`src/sv/jbbc_pkg.sv`:
```
// shared types and character constants for the json bracket balance checker
package jbbc_pkg;

    typedef struct packed {
        logic [7:0] char_code;
        logic       last_char;
    } t_in_item;

    typedef struct packed {
        logic json_ok;
        logic depth_overflow;
    } t_out_item;

    typedef logic [1:0] t_code;

    localparam t_code CODE_NONE  = 2'd0;
    localparam t_code CODE_BRACE = 2'd1;
    localparam t_code CODE_BRACK = 2'd2;
    localparam t_code CODE_QUOTE = 2'd3;

    localparam logic [7:0] CH_LBRACE = 8'h7B;
    localparam logic [7:0] CH_RBRACE = 8'h7D;
    localparam logic [7:0] CH_LBRACK = 8'h5B;
    localparam logic [7:0] CH_RBRACK = 8'h5D;
    localparam logic [7:0] CH_QUOTE  = 8'h22;
    localparam logic [7:0] CH_BSLASH = 8'h5C;

    typedef struct packed {
        logic  clear;
        logic  push;
        logic  pop;
        t_code code;
    } t_stack_cmd;

endpackage

```
`src/sv/json_bracket_balance_check_core.sv`:
```
// top level of the json bracket balance checker
//
// input channel: one text byte per transfer (i_in_valid / o_in_ready), with
// last_char marking the final byte of a text. output channel: one verdict per
// text (o_out_valid / i_out_ready), json_ok and depth_overflow.
// a new byte is taken every cycle unless a verdict waits on a stalled
// receiver; a verdict appears in the output register in the cycle after
// its text's last byte is taken. throughput, unstalled, is one byte per cycle:
// each byte costs one read-modify-write of the stack, whose top sits in a
// register while the entry under it is read ahead from the stack memory,
// forwarded on a same-cycle write. the output register frees again in the
// cycle it is taken, so a stalled receiver holds back every input byte,
// last or not, only while a verdict is waiting in the output register.
// after reset, and after each verdict, all flags are clear and the stack is
// empty; the stack memory needs no clearing pass.
module json_bracket_balance_check_core #(
    parameter int STACK_DEPTH = 64
) (
    input  logic                i_clk,
    input  logic                i_rst_n,
    input  logic                i_in_valid,
    output logic                o_in_ready,
    input  jbbc_pkg::t_in_item  i_in_data,
    output logic                o_out_valid,
    input  logic                i_out_ready,
    output jbbc_pkg::t_out_item o_out_data
);

    localparam int LVL_W = $clog2(STACK_DEPTH + 1);

    logic                 in_fire;
    jbbc_pkg::t_stack_cmd stk_cmd;
    jbbc_pkg::t_code      stk_top;
    logic [LVL_W-1:0]     stk_level;
    logic                 stk_full;

    logic       r_obj_seen, n_obj_seen;
    logic       r_arr_seen, n_arr_seen;
    logic       r_esc, n_esc;
    logic       r_failed, n_failed;
    logic       r_ovf, n_ovf;
    logic [7:0] r_first, n_first;
    logic [7:0] r_prev, n_prev;
    logic       r_at_start, n_at_start;

    logic                r_out_valid;
    jbbc_pkg::t_out_item r_out_data;
    jbbc_pkg::t_out_item verdict;
    logic                emit;

    assign in_fire    = i_in_valid && o_in_ready;
    assign o_in_ready = !r_out_valid || i_out_ready;
    assign stk_full   = (stk_level == LVL_W'(STACK_DEPTH));

    always_comb begin
        logic            want_push;
        jbbc_pkg::t_code push_code;
        logic            empty_after;
        logic [7:0]      c;

        c          = i_in_data.char_code;
        want_push  = 1'b0;
        push_code  = jbbc_pkg::CODE_NONE;
        stk_cmd    = '0;
        n_obj_seen = r_obj_seen;
        n_arr_seen = r_arr_seen;
        n_esc      = r_esc;
        n_failed   = r_failed;
        n_ovf      = r_ovf;
        n_first    = r_first;
        n_prev     = r_prev;
        n_at_start = r_at_start;
        emit       = 1'b0;
        verdict    = '0;

        if (in_fire) begin
            if (r_at_start) begin
                n_first    = c;
                n_at_start = 1'b0;
            end
            if (!r_failed) begin
                if (r_esc) begin
                    n_esc = 1'b0;
                end else begin
                    n_prev = c;
                    case (c)
                        jbbc_pkg::CH_LBRACE: begin
                            push_code = jbbc_pkg::CODE_BRACE;
                            if (!r_obj_seen) begin
                                n_obj_seen = 1'b1;
                                want_push  = 1'b1;
                            end else if (stk_level == '0) begin
                                n_failed = 1'b1;
                            end else begin
                                want_push = 1'b1;
                            end
                        end
                        jbbc_pkg::CH_LBRACK: begin
                            push_code = jbbc_pkg::CODE_BRACK;
                            if (!r_arr_seen) begin
                                n_arr_seen = 1'b1;
                                want_push  = 1'b1;
                            end else if (stk_level == '0) begin
                                n_failed = 1'b1;
                            end else begin
                                want_push = 1'b1;
                            end
                        end
                        jbbc_pkg::CH_QUOTE: begin
                            push_code = jbbc_pkg::CODE_QUOTE;
                            if (stk_top == jbbc_pkg::CODE_QUOTE) begin
                                stk_cmd.pop = 1'b1;
                            end else begin
                                want_push = 1'b1;
                            end
                        end
                        jbbc_pkg::CH_RBRACE: begin
                            if (stk_top != jbbc_pkg::CODE_BRACE) begin
                                n_failed = 1'b1;
                            end else begin
                                stk_cmd.pop = 1'b1;
                            end
                        end
                        jbbc_pkg::CH_RBRACK: begin
                            if (stk_top != jbbc_pkg::CODE_BRACK) begin
                                n_failed = 1'b1;
                            end else begin
                                stk_cmd.pop = 1'b1;
                            end
                        end
                        jbbc_pkg::CH_BSLASH: begin
                            n_esc = 1'b1;
                        end
                        default: begin
                        end
                    endcase
                    if (want_push) begin
                        if (stk_full) begin
                            n_ovf    = 1'b1;
                            n_failed = 1'b1;
                        end else begin
                            stk_cmd.push = 1'b1;
                            stk_cmd.code = push_code;
                        end
                    end
                end
            end

            if (stk_cmd.pop) begin
                empty_after = (stk_level == LVL_W'(1));
            end else if (stk_cmd.push) begin
                empty_after = 1'b0;
            end else begin
                empty_after = (stk_level == '0);
            end

            if (i_in_data.last_char) begin
                emit                   = 1'b1;
                verdict.json_ok        = !n_failed && empty_after &&
                    ((n_first == jbbc_pkg::CH_LBRACE && n_prev == jbbc_pkg::CH_RBRACE) ||
                     (n_first == jbbc_pkg::CH_LBRACK && n_prev == jbbc_pkg::CH_RBRACK));
                verdict.depth_overflow = n_ovf;
                // back to the start-of-text state
                stk_cmd.clear = 1'b1;
                n_obj_seen    = 1'b0;
                n_arr_seen    = 1'b0;
                n_esc         = 1'b0;
                n_failed      = 1'b0;
                n_ovf         = 1'b0;
                n_first       = '0;
                n_prev        = '0;
                n_at_start    = 1'b1;
            end
        end else begin
            empty_after = 1'b0;
        end
    end

    jbbc_stack #(
        .STACK_DEPTH(STACK_DEPTH)
    ) u_stack (
        .i_clk   (i_clk),
        .i_rst_n (i_rst_n),
        .i_cmd   (stk_cmd),
        .o_top   (stk_top),
        .o_level (stk_level)
    );

    always_ff @(posedge i_clk) begin
        if (!i_rst_n) begin
            r_obj_seen  <= 1'b0;
            r_arr_seen  <= 1'b0;
            r_esc       <= 1'b0;
            r_failed    <= 1'b0;
            r_ovf       <= 1'b0;
            r_first     <= '0;
            r_prev      <= '0;
            r_at_start  <= 1'b1;
            r_out_valid <= 1'b0;
        end else begin
            r_obj_seen <= n_obj_seen;
            r_arr_seen <= n_arr_seen;
            r_esc      <= n_esc;
            r_failed   <= n_failed;
            r_ovf      <= n_ovf;
            r_first    <= n_first;
            r_prev     <= n_prev;
            r_at_start <= n_at_start;
            if (emit) begin
                r_out_valid <= 1'b1;
            end else if (i_out_ready) begin
                r_out_valid <= 1'b0;
            end
        end
    end

    always_ff @(posedge i_clk) begin
        if (emit) begin
            r_out_data <= verdict;
        end
    end

    assign o_out_valid = r_out_valid;
    assign o_out_data  = r_out_data;

`ifndef SYNTHESIS
    a_verdict_from_last: assert property (@(posedge i_clk) disable iff (!i_rst_n)
        $rose(o_out_valid) |-> $past(in_fire && i_in_data.last_char))
        else $error("verdict without a last byte");

    a_ovf_fails: assert property (@(posedge i_clk) disable iff (!i_rst_n)
        r_ovf |-> r_failed)
        else $error("overflow without failure");

    a_ovf_not_ok: assert property (@(posedge i_clk) disable iff (!i_rst_n)
        emit && verdict.depth_overflow |-> !verdict.json_ok)
        else $error("pass with overflow");
`endif

endmodule

```
`src/sv/jbbc_stack.sv`:
```
// open-symbol stack: top entry in a register, deeper entries in a synchronous memory
module jbbc_stack #(
    parameter int STACK_DEPTH = 64
) (
    input  logic                            i_clk,
    input  logic                            i_rst_n,
    input  jbbc_pkg::t_stack_cmd            i_cmd,
    output jbbc_pkg::t_code                 o_top,
    output logic [$clog2(STACK_DEPTH+1)-1:0] o_level
);

    localparam int LVL_W  = $clog2(STACK_DEPTH + 1);
    localparam int ADDR_W = $clog2(STACK_DEPTH);

    jbbc_pkg::t_code r_mem [STACK_DEPTH];

    logic [LVL_W-1:0]  r_level;
    logic [LVL_W-1:0]  n_level;
    jbbc_pkg::t_code   r_top;
    jbbc_pkg::t_code   n_top;
    jbbc_pkg::t_code   r_rd_data;
    jbbc_pkg::t_code   r_fwd_data;
    logic              r_fwd;
    jbbc_pkg::t_code   below;
    logic              wr_en;
    logic [LVL_W-1:0]  wr_lvl;
    logic [LVL_W-1:0]  rd_lvl;
    logic [ADDR_W-1:0] wr_addr;
    logic [ADDR_W-1:0] rd_addr;

    // entry just under the top, with forwarding of a same-cycle write
    assign below = r_fwd ? r_fwd_data : r_rd_data;

    always_comb begin
        n_level = r_level;
        n_top   = r_top;
        if (i_cmd.clear) begin
            n_level = '0;
        end else if (i_cmd.push) begin
            n_level = r_level + 1'b1;
            n_top   = i_cmd.code;
        end else if (i_cmd.pop) begin
            n_level = r_level - 1'b1;
            n_top   = below;
        end
    end

    assign wr_en   = i_cmd.push && !i_cmd.clear && (r_level != '0);
    assign wr_lvl  = r_level - 1'b1;
    assign rd_lvl  = n_level - LVL_W'(2);
    assign wr_addr = wr_lvl[ADDR_W-1:0];
    assign rd_addr = rd_lvl[ADDR_W-1:0];

    always_ff @(posedge i_clk) begin
        if (wr_en) begin
            r_mem[wr_addr] <= r_top;
        end
        r_rd_data  <= r_mem[rd_addr];
        r_fwd_data <= r_top;
        r_top      <= n_top;
    end

    always_ff @(posedge i_clk) begin
        if (!i_rst_n) begin
            r_level <= '0;
            r_fwd   <= 1'b0;
        end else begin
            r_level <= n_level;
            r_fwd   <= wr_en && (wr_addr == rd_addr);
        end
    end

    assign o_top   = (r_level == '0) ? jbbc_pkg::CODE_NONE : r_top;
    assign o_level = r_level;

`ifndef SYNTHESIS
    a_level_bound: assert property (@(posedge i_clk) disable iff (!i_rst_n)
        r_level <= LVL_W'(STACK_DEPTH))
        else $error("stack level beyond depth");

    a_clear_empties: assert property (@(posedge i_clk) disable iff (!i_rst_n)
        i_cmd.clear |=> r_level == '0)
        else $error("stack not empty after clear");

    a_push_grows: assert property (@(posedge i_clk) disable iff (!i_rst_n)
        i_cmd.push && !i_cmd.clear |=> r_level == $past(r_level) + 1'b1)
        else $error("push did not grow stack");

    a_push_pop_excl: assert property (@(posedge i_clk) disable iff (!i_rst_n)
        !(i_cmd.push && i_cmd.pop))
        else $error("push and pop together");
`endif

endmodule

```
`config.mk`:
```
export PLATFORM = sky130hd
export DESIGN_NAME = json_bracket_balance_check_core
export DESIGN_NICKNAME = d
export VERILOG_FILES = /design/src/sv/jbbc_pkg.sv /design/src/sv/json_bracket_balance_check_core.sv /design/src/sv/jbbc_stack.sv
export SDC_FILE = /design/constraint.sdc
export NUM_CORES = 1
export LEC_CHECK = 0
export BUFFER_PORTS_ARGS = -buffer_cell sky130_fd_sc_hd__buf_2
export CAP_MARGIN = 10
export CORE_MARGIN = 8
export CORE_UTILIZATION = 50
export DETAILED_ROUTE_END_ITERATION = 8
export GPL_TIMING_DRIVEN = 1
export MAX_ROUTING_LAYER = met4
export PLACE_DENSITY = 0.67
export SYNTH_ARGS = -nofsm -noshare
export SYNTH_HDL_FRONTEND = slang
export SYNTH_SLANG_ARGS = --single-unit
```
`constraint.sdc`:
```
create_clock -name i_clk -period 14.1 [get_ports i_clk]
set_clock_uncertainty 0.05 [all_clocks]
set_input_delay 2.82 -clock i_clk [delete_from_list [all_inputs] [get_ports i_clk]]
set_output_delay 2.82 -clock i_clk [all_outputs]
set_load 0.005 [all_outputs]
```
==> results.toml <==
[final_layout]
final_area_um2 = 8874
final_cells = 910
area.sequential_um2 = 4664
final_util = 0.5606
fillers = 1290
area_growth_pct = 10.14
antennaDiodeCount = 0
layout-drive-gt1-share = 0.1441
nNetsFinal = 698
multi_input_area_um2 = 3194

[clocking]
clock-root-buffer = "clkbuf_16"
cts_buffers = 17
cts_hold_buf = 0
clkLatencyLatePin_ps = 450
path_clk_slew_ps = 80
ctsResizeCount = 0
cts_buffer_depth = 2
cts_sinks = 167
cts_tree = "done"
cts_htree_levels = 4
cts_setup_buffers = 0

[floorplan]
pin_count = 17
die_area_um2 = 20430
fp.dieH_um = 142.9
core_um2 = 15830
die_w_um = 142.9
initial_core_util = 0.5090
placementRows = 46

[placed_design]
dp_slack_ps = 6047
io_buffers = 16
place_area_um2 = 8288
gp_congestion = 0.9299
numPlacedInstances = 878
hpwl_mm = 12.65

[sta]
period_minus_slack_ps = 7736
finalMaxSlewViolations = 0
maxSlewHeadroom = 0.1425
hold_viol_final = 0
timing.fmax_mhz = 129.3
worst_slew_pin_slew_ps = 1286
period_share = 0.5486
rsz0062_at_grt = "false"
setup_viol = 0
layout_setup_ws_ps = 6364
hold_slack_ps = 456.6
fin_setup_tns_ps = 0

[route]
remaining_drc_errors = 0
drtIter0Drc = 646
drt_first_pass_iters = 6
via_per_inst = 6.085
avgRoutedWirePerCell_um = 21.31
ant_nets = 0
vias = 5537
wirelength_mm = 19.39

[power]
fin_total_pwr_mw = 1.048
ir_drop_uv = 110.4
p_int_uw = 795.7
p_per_area_nw_per_um2 = 118.1
p_seq_frac = 0.507
swShare = 0.2407
pwr-share-clk = 0.443
power_leakage_nw = 2.909
p_sw_uw = 252.2
combinationalPowerShare = 0.050

[setup_path]
cp.arrival_ps = 8000
crit_type = "in -> reg"
ff2ff_path_depth = 17
critPathMaxFanout = 24
worstPathRequired_ps = 14360
startpoint_type = "input port"
end_kind = "flop"

[logic_synthesis]
async_reset_ff_frac = 0
synth_compound_gate_area_share = 0.1056
synth_top_family_by_area = "simple AND/OR/NAND/NOR gates"
synth_top_area_share = 0.4920
synthMuxAreaShare = 0.1039
syn_area_per_cell_um2 = 12.01
yosysTopAreaCell = "edfxtp_1"
ys_warn_count = 0
netlist_instances = 671
synth_commonest_cells = "edfxtp_1, nor2_1, nand2_1, mux2i_1, dfxtp_1"
ys.flop_type = "edfxtp_1"
synth_fa_ha_area_frac = 0.006212
yosys.cell_count.top_type = "edfxtp_1"
synth.area.top_cells = "edfxtp_1, dfxtp_1, nor2_1"
ys_ff_latch = 167
synth_xor_area_frac = 0.01972
syn_nets = 688
ys_seq_area_frac = 0.5790
synth-edff-count = 132
synth-simple-area-share = 0.1586
synth_area_um2 = 8056
yosysUniqueCellTypes = 75

[grt]
grt_util_met1 = 0.2720
grt_max_degree = 69
antenna_found_initial = 0
grt_pass1_wl_mm = 30.78
busiest_layer = "met2"
grt.met2_usage = 0.3030
globalRouteMet3Util = 0.05209
grt_util_all_layers = 0.2051
overflow = 0
grt_pass1_vias = 5462

[min_path]
whs_path_depth = 2
min-delay-path-class = "reg -> reg"

[run]
timing.max_cap.violations = 0

[run_status]
outcome = "finished, final reports clean"
[power by group through the flow]
| stage | registers, mW | logic (mW) | clock network [mW] |
|---|---|---|---|
| finish | 0.531 | 0.0523 | 0.464 |
| global route | 0.531 | 0.0567 | 0.489 |
| CTS | 0.531 | 0.0518 | 0.469 |
| detailed placement | 0.542 | 0.0516 | 0 |
| global placement | 0.542 | 0.0505 | 0 |
| floorplan | 0.541 | 0.0381 | 0 |
[final timing paths]
path | from | to | slack, ps
min | r_ovf$_SDFFE_PN0P_ | r_ovf$_SDFFE_PN0P_ | 460
min reg2reg | r_ovf$_SDFFE_PN0P_ | r_ovf$_SDFFE_PN0P_ | 460
max reg2reg | u_stack.r_top[1]$_DFFE_PP_ | u_stack.r_rd_data[0]$_DFF_P_ | 7980
max | i_in_data[6] | u_stack.r_rd_data[0]$_DFF_P_ | 6360
[final cells by class]
| cell class | instances | area share |
|---|---|---|
| Inverter | 11 | 0.004653 |
| Sequential cell | 167 | 0.5257 |
| Clock inverter | 15 | 0.01805 |
| Timing Repair Buffer | 21 | 0.01325 |
| Multi-Input combinational cell | 463 | 0.3600 |
| Tap cell | 216 | 0.03046 |
| Clock buffer | 17 | 0.04794 |
[worst max-delay path, cell delays in order]
cell and delay (ps):
buf_2 180, or3b_2 510, a2111oi_4 450, o21ai_2 180
nor2_4 200, nor2_1 120, a211oi_4 230, buf_4 390
inv_2 240, ha_1 550, nor2_1 230, a31oi_1 60
a22oi_1 1040, mux2i_1 300, mux2_2 330, nand2_1 60
o21ai_1 70
[layer usage]
layer,wire [um],share of wire
met1,8695,0.45
met2,9029,0.47
met3,1321,0.068
met4,341,0.018
met5,0,0
[layout by cell type (no fill, tap or decap), types with 5 or more instances in the layout]
master / synthesis / layout
nor2b_1: 5 / 5
mux4_2: 17 / 17
a221oi_1: 5 / 5
inv_1: 8 / 8
dfxtp_1: 35 / 35
nor3_1: 11 / 11
o21ai_1: 5 / 5
clkbuf_16: 0 / 17
o22ai_1: 5 / 5
nand2_1: 53 / 53
a31oi_1: 10 / 10
nor4_1: 5 / 5
a21oi_1: 18 / 18
a22oi_1: 19 / 19
and2_1: 6 / 6
xnor2_1: 10 / 9
o21ai_0: 10 / 10
nand4_1: 5 / 5
mux2i_1: 42 / 41
nor2_1: 126 / 126
nand3_1: 25 / 25
edfxtp_1: 132 / 132
xor2_1: 5 / 5
buf_4: 5 / 5
buf_2: 9 / 16
[logic make-up (layout without fill, tap and decap cells)]
group,Yosys count,in the layout
xor+xnor,16,16
mux,62,62
compound gates,111,111
buf+inv,41,64
flops,167,167
fa+ha+maj,4,4
simple gates,270,270
[state kept, by name, summed over array words and instances, names as in the netlist, 2 cells and up]
register / cells
u_stack.o_level: 7
u_stack.r_rd_data: 2
u_stack.r_top: 2
r_first: 8
o_out_data: 2
u_stack.r_mem: 128
u_stack.r_fwd_data: 2
r_prev: 8
Note: power is estimated with default switching activity, not from simulation.
